==> config.mk <==
export PLATFORM = sky130hd
export DESIGN_NAME = sensor_window_average_event_unit
export DESIGN_NICKNAME = d
export VERILOG_FILES = /design/src/hw/rtl/swae_pkg.sv /design/src/hw/rtl/sensor_window_average_event_unit.sv /design/src/hw/rtl/swae_channel.sv
export SDC_FILE = /design/constraint.sdc
export NUM_CORES = 1
export LEC_CHECK = 0
export ABC_AREA = 1
export BUFFER_PORTS_ARGS = -buffer_cell sky130_fd_sc_hd__buf_2
export CORE_ASPECT_RATIO = 1.5
export CORE_MARGIN = 2
export CORE_UTILIZATION = 53
export CTS_BUF_LIST = sky130_fd_sc_hd__clkbuf_8
export DETAILED_ROUTE_END_ITERATION = 10
export PLACE_DENSITY = 0.67
export SLEW_MARGIN = 30
export SYNTH_ARGS = -nofsm -noshare
export SYNTH_HDL_FRONTEND = slang
export SYNTH_SLANG_ARGS = --single-unit
==> constraint.sdc <==
create_clock -name i_clk -period 10.2 [get_ports i_clk]
set_clock_uncertainty 0.15 [all_clocks]
set_input_delay 0.51 -clock i_clk [delete_from_list [all_inputs] [get_ports i_clk]]
set_output_delay 0.51 -clock i_clk [all_outputs]
set_load 0.01 [all_outputs]
==> src/hw/rtl/swae_pkg.sv <==
// Shared types, codes and helper functions for the sensor window average event unit.
package swae_pkg;

    // Width of a raw sample and of the temperature path.
    localparam int VALUE_W = 11;
    // Width of the unsigned light and humidity paths.
    localparam int UVAL_W  = 10;

    localparam logic [1:0] KIND_LIGHT  = 2'd0;
    localparam logic [1:0] KIND_TEMP   = 2'd1;
    localparam logic [1:0] KIND_HUM    = 2'd2;
    localparam logic [1:0] KIND_REPORT = 2'd3;

    localparam logic [1:0] EV_DEFAULT   = 2'd0;
    localparam logic [1:0] EV_TEMP_HIGH = 2'd1;
    localparam logic [1:0] EV_HUM_HIGH  = 2'd2;
    localparam logic [1:0] EV_LIGHT_LOW = 2'd3;

    localparam logic [1:0] CFG_TEMP_LIMIT  = 2'd0;
    localparam logic [1:0] CFG_HUM_LIMIT   = 2'd1;
    localparam logic [1:0] CFG_LIGHT_LIMIT = 2'd2;

    localparam logic signed [VALUE_W-1:0] TEMP_LIMIT_RST  = 11'sd255;
    localparam logic        [UVAL_W-1:0]  HUM_LIMIT_RST   = 10'd600;
    localparam logic        [UVAL_W-1:0]  LIGHT_LIMIT_RST = 10'd60;

    // Per-channel control for one cycle.
    typedef struct packed {
        logic push;
        logic latch;
    } t_chan_ctrl;

    // Saturate a signed sample into 0..1023.
    function automatic logic [UVAL_W-1:0] f_clamp_u10(logic signed [VALUE_W-1:0] v);
        logic [UVAL_W-1:0] res;
        if (v[VALUE_W-1]) begin
            res = '0;
        end else begin
            res = v[UVAL_W-1:0];
        end
        return res;
    endfunction

    // Priority event: hot first, then humid, then dark.
    function automatic logic [1:0] f_event(
        logic signed [VALUE_W-1:0] temp_avg,
        logic        [UVAL_W-1:0]  hum_avg,
        logic        [UVAL_W-1:0]  light_avg,
        logic signed [VALUE_W-1:0] temp_limit,
        logic        [UVAL_W-1:0]  hum_limit,
        logic        [UVAL_W-1:0]  light_limit
    );
        logic [1:0] ev;
        if (temp_avg > temp_limit) begin
            ev = EV_TEMP_HIGH;
        end else if (hum_avg > hum_limit) begin
            ev = EV_HUM_HIGH;
        end else if (light_avg < light_limit) begin
            ev = EV_LIGHT_LOW;
        end else begin
            ev = EV_DEFAULT;
        end
        return ev;
    endfunction

endpackage

==> src/hw/rtl/sensor_window_average_event_unit.sv <==
// Top level of the sensor window average event unit: input stage, channels, result register.
// Accepts one transaction per clock. A transaction is captured in an input register and
// processed from there; a report's result is loaded into the result register, which drives
// o_out_valid. Samples never stall; a report waits in the input register only while the
// result register is full and not taken. Each channel keeps a registered sum of its ring,
// so a report costs one constant multiply.
module sensor_window_average_event_unit #(
    parameter int WINDOW = 4
) (
    input  logic         i_clk,
    input  logic         i_rst_n,
    input  logic         i_in_valid,
    output logic         o_in_ready,
    input  logic [1:0]   i_kind,
    input  logic signed [10:0] i_sample_value,
    input  logic         i_sample_ok,
    output logic         o_out_valid,
    input  logic         i_out_ready,
    output logic [1:0]   o_event_code,
    output logic signed [10:0] o_temp_average,
    output logic [9:0]   o_humidity_average,
    output logic [9:0]   o_light_average,
    input  logic         i_cfg_we,
    input  logic [1:0]   i_cfg_index,
    input  logic [10:0]  i_cfg_data
);
    import swae_pkg::*;

    logic                      r_in_valid;
    logic [1:0]                r_in_kind;
    logic signed [VALUE_W-1:0] r_in_value;
    logic                      r_in_ok;

    logic signed [VALUE_W-1:0] r_temp_limit;
    logic [UVAL_W-1:0]         r_hum_limit;
    logic [UVAL_W-1:0]         r_light_limit;

    logic                      r_out_valid;
    logic [1:0]                r_event;
    logic signed [VALUE_W-1:0] r_temp_avg;
    logic [UVAL_W-1:0]         r_hum_avg;
    logic [UVAL_W-1:0]         r_light_avg;

    logic       is_report;
    logic       advance;
    logic       load_out;
    t_chan_ctrl ctrl_light;
    t_chan_ctrl ctrl_temp;
    t_chan_ctrl ctrl_hum;
    logic [UVAL_W-1:0]         clamped;
    logic [UVAL_W-1:0]         light_next;
    logic [VALUE_W-1:0]        temp_next;
    logic [UVAL_W-1:0]         hum_next;

    assign is_report = (r_in_kind == KIND_REPORT);
    // Samples always move on; a report needs room in the result register.
    assign advance   = r_in_valid && (!is_report || !r_out_valid || i_out_ready);
    assign load_out  = advance && is_report;
    assign o_in_ready = !r_in_valid || advance;

    assign clamped = f_clamp_u10(r_in_value);

    assign ctrl_light.push  = advance && (r_in_kind == KIND_LIGHT);
    assign ctrl_light.latch = load_out;
    assign ctrl_temp.push   = advance && (r_in_kind == KIND_TEMP) && r_in_ok;
    assign ctrl_temp.latch  = load_out;
    assign ctrl_hum.push    = advance && (r_in_kind == KIND_HUM) && r_in_ok;
    assign ctrl_hum.latch   = load_out;

    swae_channel #(
        .WINDOW      (WINDOW),
        .DATA_W      (UVAL_W),
        .SIGNED_DATA (1'b0)
    ) u_light (
        .i_clk       (i_clk),
        .i_rst_n     (i_rst_n),
        .i_ctrl      (ctrl_light),
        .i_value     (clamped),
        .o_held_next (light_next)
    );

    swae_channel #(
        .WINDOW      (WINDOW),
        .DATA_W      (VALUE_W),
        .SIGNED_DATA (1'b1)
    ) u_temp (
        .i_clk       (i_clk),
        .i_rst_n     (i_rst_n),
        .i_ctrl      (ctrl_temp),
        .i_value     (r_in_value),
        .o_held_next (temp_next)
    );

    swae_channel #(
        .WINDOW      (WINDOW),
        .DATA_W      (UVAL_W),
        .SIGNED_DATA (1'b0)
    ) u_hum (
        .i_clk       (i_clk),
        .i_rst_n     (i_rst_n),
        .i_ctrl      (ctrl_hum),
        .i_value     (clamped),
        .o_held_next (hum_next)
    );

    always_ff @(posedge i_clk) begin
        if (!i_rst_n) begin
            r_in_valid <= 1'b0;
        end else if (o_in_ready) begin
            r_in_valid <= i_in_valid;
        end
    end

    always_ff @(posedge i_clk) begin
        if (i_in_valid && o_in_ready) begin
            r_in_kind  <= i_kind;
            r_in_value <= i_sample_value;
            r_in_ok    <= i_sample_ok;
        end
    end

    always_ff @(posedge i_clk) begin
        if (!i_rst_n) begin
            r_temp_limit  <= TEMP_LIMIT_RST;
            r_hum_limit   <= HUM_LIMIT_RST;
            r_light_limit <= LIGHT_LIMIT_RST;
        end else if (i_cfg_we) begin
            unique case (i_cfg_index)
                CFG_TEMP_LIMIT:  r_temp_limit  <= i_cfg_data;
                CFG_HUM_LIMIT:   r_hum_limit   <= i_cfg_data[UVAL_W-1:0];
                CFG_LIGHT_LIMIT: r_light_limit <= i_cfg_data[UVAL_W-1:0];
                default: begin
                end
            endcase
        end
    end

    always_ff @(posedge i_clk) begin
        if (!i_rst_n) begin
            r_out_valid <= 1'b0;
        end else if (load_out) begin
            r_out_valid <= 1'b1;
        end else if (i_out_ready) begin
            r_out_valid <= 1'b0;
        end
    end

    always_ff @(posedge i_clk) begin
        if (load_out) begin
            r_event     <= f_event(signed'(temp_next), hum_next, light_next,
                                   r_temp_limit, r_hum_limit, r_light_limit);
            r_temp_avg  <= temp_next;
            r_hum_avg   <= hum_next;
            r_light_avg <= light_next;
        end
    end

    assign o_out_valid        = r_out_valid;
    assign o_event_code       = r_event;
    assign o_temp_average     = r_temp_avg;
    assign o_humidity_average = r_hum_avg;
    assign o_light_average    = r_light_avg;

    // A new result only ever comes from a report that sat in the input register.
    a_result_from_report: assert property (@(posedge i_clk) disable iff (!i_rst_n)
        $rose(o_out_valid) |-> $past(r_in_valid && (r_in_kind == KIND_REPORT)))
        else $error("result appeared without a report");

    // A report blocked by a full result register must stay in the input register.
    a_report_held: assert property (@(posedge i_clk) disable iff (!i_rst_n)
        (r_in_valid && is_report && r_out_valid && !i_out_ready)
        |=> (r_in_valid && is_report))
        else $error("blocked report was lost");

    // Sample transactions never stall the input side.
    a_sample_flows: assert property (@(posedge i_clk) disable iff (!i_rst_n)
        (r_in_valid && !is_report) |-> o_in_ready)
        else $error("sample stalled the input");

endmodule

==> src/hw/rtl/swae_channel.sv <==
// One sensor channel: sample ring, new-sample count, registered window sum and held average.
module swae_channel #(
    parameter int WINDOW      = 4,
    parameter int DATA_W      = 10,
    parameter bit SIGNED_DATA = 1'b0
) (
    input  logic                   i_clk,
    input  logic                   i_rst_n,
    input  swae_pkg::t_chan_ctrl   i_ctrl,
    input  logic [DATA_W-1:0]      i_value,
    output logic [DATA_W-1:0]      o_held_next
);
    import swae_pkg::*;

    localparam int POS_W  = $clog2(WINDOW);
    localparam int CNT_W  = $clog2(WINDOW + 1);
    localparam int LOG_W  = $clog2(WINDOW);
    localparam int SUM_W  = VALUE_W + LOG_W;
    localparam int LEAVES = 2 ** LOG_W;
    // Floor division by WINDOW as a multiply by a rounded-up reciprocal.
    localparam int SHIFT  = SUM_W + LOG_W;
    localparam int RCP_W  = SUM_W + 1;
    localparam int PROD_W = SUM_W + RCP_W;
    localparam longint unsigned RCP_VAL =
        ((64'd1 << SHIFT) + 64'(WINDOW) - 64'd1) / 64'(WINDOW);
    localparam logic [RCP_W-1:0] RECIP  = RCP_W'(RCP_VAL);
    // Bias that makes every possible sum non-negative.
    localparam logic [SUM_W-1:0] OFFSET = SUM_W'(WINDOW) << (VALUE_W - 1);

    localparam logic [POS_W-1:0] POS_LAST = POS_W'(WINDOW - 1);
    localparam logic [CNT_W-1:0] CNT_FULL = CNT_W'(WINDOW);

    function automatic logic signed [VALUE_W-1:0] f_ext(logic [DATA_W-1:0] v);
        logic signed [VALUE_W-1:0] res;
        if (SIGNED_DATA) begin
            res = VALUE_W'(signed'(v));
        end else begin
            res = VALUE_W'(v);
        end
        return res;
    endfunction

    logic [DATA_W-1:0] r_ring [WINDOW];
    logic [DATA_W-1:0] n_ring [WINDOW];
    logic [POS_W-1:0]  r_pos;
    logic [POS_W-1:0]  n_pos;
    logic [CNT_W-1:0]  r_count;
    logic [CNT_W-1:0]  n_count;
    logic signed [SUM_W-1:0] r_sum;
    logic [DATA_W-1:0] r_held;
    logic [DATA_W-1:0] n_held;

    logic signed [SUM_W-1:0] tree [1:2*LEAVES-1];
    logic [SUM_W-1:0]        biased;
    logic [PROD_W-1:0]       product;
    logic [VALUE_W-1:0]      quot;
    logic [VALUE_W-1:0]      avg;
    logic                    full;

    always_comb begin
        for (int k = 0; k < WINDOW; k++) begin
            n_ring[k] = r_ring[k];
        end
        n_pos = r_pos;
        if (i_ctrl.push) begin
            n_ring[r_pos] = i_value;
            n_pos = (r_pos == POS_LAST) ? '0 : r_pos + POS_W'(1);
        end
    end

    // The sum is taken over the ring as it will be after this cycle, so it
    // is current when a report follows a sample directly.
    for (genvar g = 0; g < LEAVES; g++) begin : g_leaf
        if (g < WINDOW) begin : g_used
            assign tree[LEAVES + g] = SUM_W'(f_ext(n_ring[g]));
        end else begin : g_pad
            assign tree[LEAVES + g] = '0;
        end
    end
    for (genvar g = 1; g < LEAVES; g++) begin : g_node
        assign tree[g] = tree[2 * g] + tree[2 * g + 1];
    end

    assign full    = (r_count == CNT_FULL);
    assign biased  = unsigned'(r_sum) + OFFSET;
    assign product = PROD_W'(biased) * PROD_W'(RECIP);
    assign quot    = product[SHIFT +: VALUE_W];
    // Removing the bias is a flip of the top bit.
    assign avg     = {~quot[VALUE_W-1], quot[VALUE_W-2:0]};

    always_comb begin
        n_count = r_count;
        n_held  = r_held;
        if (i_ctrl.push && !full) begin
            n_count = r_count + CNT_W'(1);
        end
        if (i_ctrl.latch && full) begin
            n_count = '0;
            n_held  = avg[DATA_W-1:0];
        end
    end

    always_ff @(posedge i_clk) begin
        if (!i_rst_n) begin
            r_pos   <= '0;
            r_count <= '0;
            r_held  <= '0;
        end else begin
            r_pos   <= n_pos;
            r_count <= n_count;
            r_held  <= n_held;
        end
    end

    always_ff @(posedge i_clk) begin
        for (int k = 0; k < WINDOW; k++) begin
            r_ring[k] <= n_ring[k];
        end
        r_sum <= tree[1];
    end

    assign o_held_next = n_held;

endmodule
## After elaboration in Yosys (flattened, before gate mapping)

Memory sizes are Yosys's and may differ from the RTL's.
Cells that the tools add are included.

- Register bits after elaboration: 163
- Bits of input ports: 32
- Memories: 3
- Memory bits (writable): 124

Memory list:

| name | depth | bits a word | rd ports | clocked after memory_dff | write ports | line | text |
|---|---|---|---|---|---|---|---|
| u_temp.r_ring | 4 | 11 | 4 | 0 | 4 | swae_channel.sv:43 | `logic [DATA_W-1:0] r_ring [WINDOW];` |
| u_hum.r_ring | 4 | 10 | 4 | 0 | 4 | swae_channel.sv:43 |  |
| u_light.r_ring | 4 | 10 | 4 | 0 | 4 | swae_channel.sv:43 |  |

- Magnitude comparators: 9
- Add/sub/neg operators: 18
- Reduce and logical (&&, ||, !) cells: 35
- Muxes and demuxes: 23
- Equality and inequality tests: 11
- Bitwise operators: 5

Operator list:

| kind | number |
|---|---|
| $bwmux W40 | 2 |
| $mux W40 | 2 |
| $mux W10 | 5 |
| $add A11 B11 Y12 | 4 |
| $add A10 B10 Y11 | 4 |
| $bwmux W44 | 1 |
| $mux W44 | 1 |
| $demux W10 S2 | 2 |
| $add A12 B1 Y12 const B | 2 |
| $demux W11 S2 | 1 |
| $mux W11 | 2 |
| $logic_and A1 B1 Y1 | 17 |
| $add A12 B12 Y13 | 1 |
| $add A13 B13 Y13 const B | 1 |
| $eq A2 B2 Y1 const B | 6 |
| $gt A11 B11 Y1 | 1 |
| $gt A10 B10 Y1 | 1 |
| $lt A10 B10 Y1 | 1 |
| $mux W2 | 5 |
| $add A3 B1 Y3 const B | 3 |
| $eq A3 B3 Y1 const B | 3 |
| $ge A3 B3 Y1 const B | 3 |
| $lt A3 B1 Y1 const B | 3 |
| $not A2 Y3 | 3 |
| other kinds (10) | 27 |

## Depth between registers and ports, before layout

- Depth in word-level cells: 11
- Gate-level depth with buffers: 21

## Cells and area by module

From an unflattened synthesis, not the netlist that was laid out.

- Cell total of the unflattened synthesis: 1,748
- Area, all modules: 14,460.1 um2

By module, submodules not included:

| module | instances | area each (um2) | cells an instance |
|---|---|---|---|
| swae_channel at u_temp | 1 | 4,239.1 | 592 |
| sensor_window_average_event_unit | 1 | 3,482.1 | 332 |
| swae_channel at u_hum | 1 | 3,372.0 | 412 |
| swae_channel at u_light | 1 | 3,367.0 | 412 |

## Worst setup path before layout

No wires, ideal clock.

- Path kind: register to register
- Start point: reg r_in_kind[0]
- End point: reg u_hum.r_sum[11]
- Slack: 6,030 ps
- Clock period less this slack: 4,170 ps
- Stages on the path, launching flop included: 18
- Arrival: 3,949 ps
- Cells stage by stage: edfxtp_1 > nor3_4 > inv_2 > nor2_2 > inv_2 > buf_2 > o21ai_0 > fa_1 > fa_1 > inv_1 > nor2_1 > nand2_1 > fa_1 > o21ai_0 > nand4_1 > o211ai_1 > a21oi_1 > o21bai_1

RTL lines:

| item | line | text |
|---|---|---|
| from (decl) | sensor_window_average_event_unit.sv:30 | `logic [1:0] r_in_kind;` |
| from (signal assigned) | sensor_window_average_event_unit.sv:116 | `r_in_kind <= i_kind;` |
| to (signal assigned) | swae_channel.sv:119 | `r_sum <= tree[1];` |
| to (decl) | swae_channel.sv:49 | `logic signed [SUM_W-1:0] r_sum;` |

==> run_results.csv <==
group,metric,value,unit
min_path,hold_class,"in -> reg",
routing,drt_iter0_drc,386,
final_layout,instances_no_fill,1935,
pwr,ir_drop,0.0000948,V
placed_design,portBuffers,66,
routing,wl_met3,890,um
critical_path,cp-end-kind,"register",
cts,post_cts_buffers,0,
placed_design,routabilityCongestion,0.791,
cts,clkSinkCount,281,
routing,ant_nets,0,
synthesis,synth_ff_type,"dfxtp_1",
critical_path,cpPeakStageDelay,0.52,ns
critical_path,cp_max_fo,20,
pwr,powerDensity,180,nW/um2
pwr,p_int,1.93,mW
sta,post-route-period-util,0.448,
cts,cts-htree-levels,2,
cts,cts_tree,"yes",
pwr,switching_share,0.271,
final_layout,nNetsFinal,1747,
synthesis,synthesis.nets,1651,
global_routing,grt_pass1_wl,44500,um
pwr,p_seq_frac,0.477,
floorplan,ios,67,
sta,setup-violations-final,0,
global_routing,grt_antenna_before_repair,0,
min_path,hp-start,"i_cfg_data[3]",
critical_path,cpMaxStageDelayCell,"edfxtp_1",
min_path,min_path_cells,3,
sta,fin_crit,4.57,ns
status,outcome,"completed",
critical_path,crit_path_cell_trace,"nor3_4, nand2_1, o21ai_0, fa_1, fa_1, inv_1, nor2_1, nand2_1, fa_1, o21ai_0, nand4_1, o211ai_1, a21oi_1, o21bai_1",
global_routing,grt_max_degree,40,
final_layout,fillers,2182,
sta,fmax,219,MHz
final_layout,syn_to_final_growth,13.1,%
synthesis,ys_types,40,
pwr,clkPwrFrac,0.371,
sta,max_slew_margin,0.507,
routing,wl_per_cell,13.4,um
synthesis,yosysWarningCount,0,
synthesis,synth-seq-area-share,0.468,
final_layout,ff_latch_area,6100,um2
pwr,power.leakage,7.11,nW
floorplan,die_h,196,um
sta,finalHoldViolations,0,
critical_path,worstReg2RegStart,"r_in_kind[0]",
critical_path,worstPathRequired,10.54,ns
final_layout,final_common_cell,"inv_1",
floorplan,initial_utilization,0.537,
sta,hold_slack,0.0873,ns
routing,dr_total_vias,9327,
sta,setup_ws,5.63,ns
global_routing,overflow,0,
sta,setup_tns,0,ns
synthesis,synth.avg_cell_area,8.81,um2
critical_path,rr_endpoint,"u_hum.r_sum[11]",
placed_design,dpl.cell_count,1840,
placed_design,pre_cts_ws,5.63,ns
critical_path,crit_top_cell,"fa_1",
routing,drt-met1-wl,11100,um
global_routing,grt.total_usage,0.212,
floorplan,die_width,132,um
routing,top_layer_used,"met4",
critical_path,r2r_slack,5.63,ns
routing,dr.pass1.iters,4,
critical_path,startpoint_type,"register",
run,drv_cap,0,
routing,drt_wl_total,26000,um
routing,via_per_inst,4.82,
pwr,switching_power,718,uW
min_path,min_to,"r_hum_limit[3]",
sta,slew_viol_final,0,
sta,tightest_slew,0.740,ns
synthesis,async_flop_share,0,
final_layout,num_antenna_cells,0,
synthesis,syn_inst,1480,
placed_design,hpwl,19300,um
placed_design,place_area,13700,um2
cts,cts_hold_buf,14,
routing,drc,0,
final_layout,final_cell_mix,"301 x inv_1, 272 x nand2_1, 234 x dfxtp_1, 132 x o21ai_0, 114 x a21oi_1",
cts,clockBufferDepth,3,
cts,cts_made_buffers,44,
floorplan,placementRows,70,
synthesis,ys_ff_latch,281,
pwr,comb_power_share,0.152,
floorplan,dieArea,25900,um2
routing,dr_wl_met2,13000,um
final_layout,finalInstanceArea,14700,um2
critical_path,arrival,4.91,ns
floorplan,core_area,24300,um2
global_routing,grt_pass1_vias,9488,
critical_path,reg2reg_depth,14,
sta,rsz0062_at_grt,"no",
cts,root_buffer,"clkbuf_8",
synthesis,synth_edf_count,47,
cts,clock_latency,0.56,ns
final_layout,multi_input_area,5680,um2
critical_path,critPathKind,"reg -> reg",
final_layout,drive_gt1_frac,0.106,
cts,ctsResizeCount,0,
cts,clk_pin_slew,0.06,ns
synthesis,synthesis.area,13000,um2
flip-flops by register name, summed over array words and instances, names as in the netlist, 11 cells and up:
name            count
u_temp.r_ring      44
u_hum.r_ring       40
u_light.r_ring     40
o_temp_average     11
r_in_value         11
r_temp_limit       11
u_temp.r_held      11
u_temp.r_sum       11
routing by layer:
| layer | vias up | track usage |
|---|---|---|
| met4 | 0 | 0.0934 |
| met3 | 55 | 0.0331 |
| met1 | 4260 | 0.246 |
| li1 | 4848 | - |
| met5 | - | 0 |
| met2 | 164 | 0.384 |
final cells by class:
type                            instances  share of cell area
Clock inverter                         25              0.0114
Multi-Input combinational cell        868               0.385
Timing Repair Buffer                   86              0.0350
Clock buffer                           56              0.0523
Sequential cell                       281               0.414
Inverter                              295              0.0752
Tap cell                              324              0.0275
cell usage after synthesis (11+ instances only):
library cell	n	area share
dfxtp_1	234	0.36
clkbuf_1	25	0.0072
inv_1	289	0.083
o211ai_1	16	0.0092
edfxtp_1	47	0.11
nand2_1	272	0.078
a21oi_1	114	0.044
o21ai_0	132	0.051
or2_2	11	0.0053
nand3_1	23	0.0088
fa_1	63	0.097
xor2_1	16	0.011
nor2_1	84	0.024
ha_1	76	0.073
kinds of logic (layout without fill, tap and decap cells):
group | count (synthesis) | count (layout) | share of synthesized area
AOI/OAI and AO/OA | 290 | 290 | 0.119
xor gates and xnor gates | 23 | 23 | 0.0155
adders and majority gates | 139 | 139 | 0.170
buffers and inverters | 331 | 462 | 0.0969
DFF | 281 | 281 | 0.468
and+or+nand+nor | 416 | 416 | 0.131
worst max-delay path, delay by kind of cell (launching register included):
| kind | cells | cell delay (ns) |
|---|---|---|
| adder cells (fa/ha/maj) | 3 | 1.42 |
| AND/OR/NAND/NOR | 5 | 1.24 |
| AO/OA/AOI/OAI | 5 | 1.13 |
| flip-flops | 1 | 0.52 |
| buffers and inverters | 1 | 0.04 |
worst max-delay path by stage:
stage            startpoint         endpoint  cells past startpoint
6_report       r_in_kind[0]  u_hum.r_sum[11]                     14
5_1_grt        r_in_kind[0]  u_hum.r_sum[11]                     14
4_1_cts        r_in_kind[0]  u_hum.r_sum[11]                     14
3_5_place_dp   r_in_kind[0]  u_hum.r_sum[11]                     14
3_3_place_gp   r_in_kind[0]  u_hum.r_sum[11]                     14
2_1_floorplan  r_in_kind[0]  u_hum.r_sum[11]                     17
stage by stage:
| step | power [mW] | util |
|---|---|---|
| after global placement | 1.67 | 0.563 |
| final | 2.65 | 0.608 |
| after global routing | 2.80 | 0.608 |
| after detailed placement | 1.68 | 0.563 |
| after floorplan | 1.58 | - |
| after CTS | 2.68 | 0.608 |
power by group through the flow:
stage,combinational [mW],sequential (mW),clock (mW)
2_1_floorplan,0.307,1.28,0
3_3_place_gp,0.389,1.28,0
3_5_place_dp,0.397,1.29,0
4_1_cts,0.405,1.26,1.01
5_1_grt,0.469,1.27,1.06
6_report,0.402,1.26,0.983
Note: power is estimated with default switching activity, not from simulation.
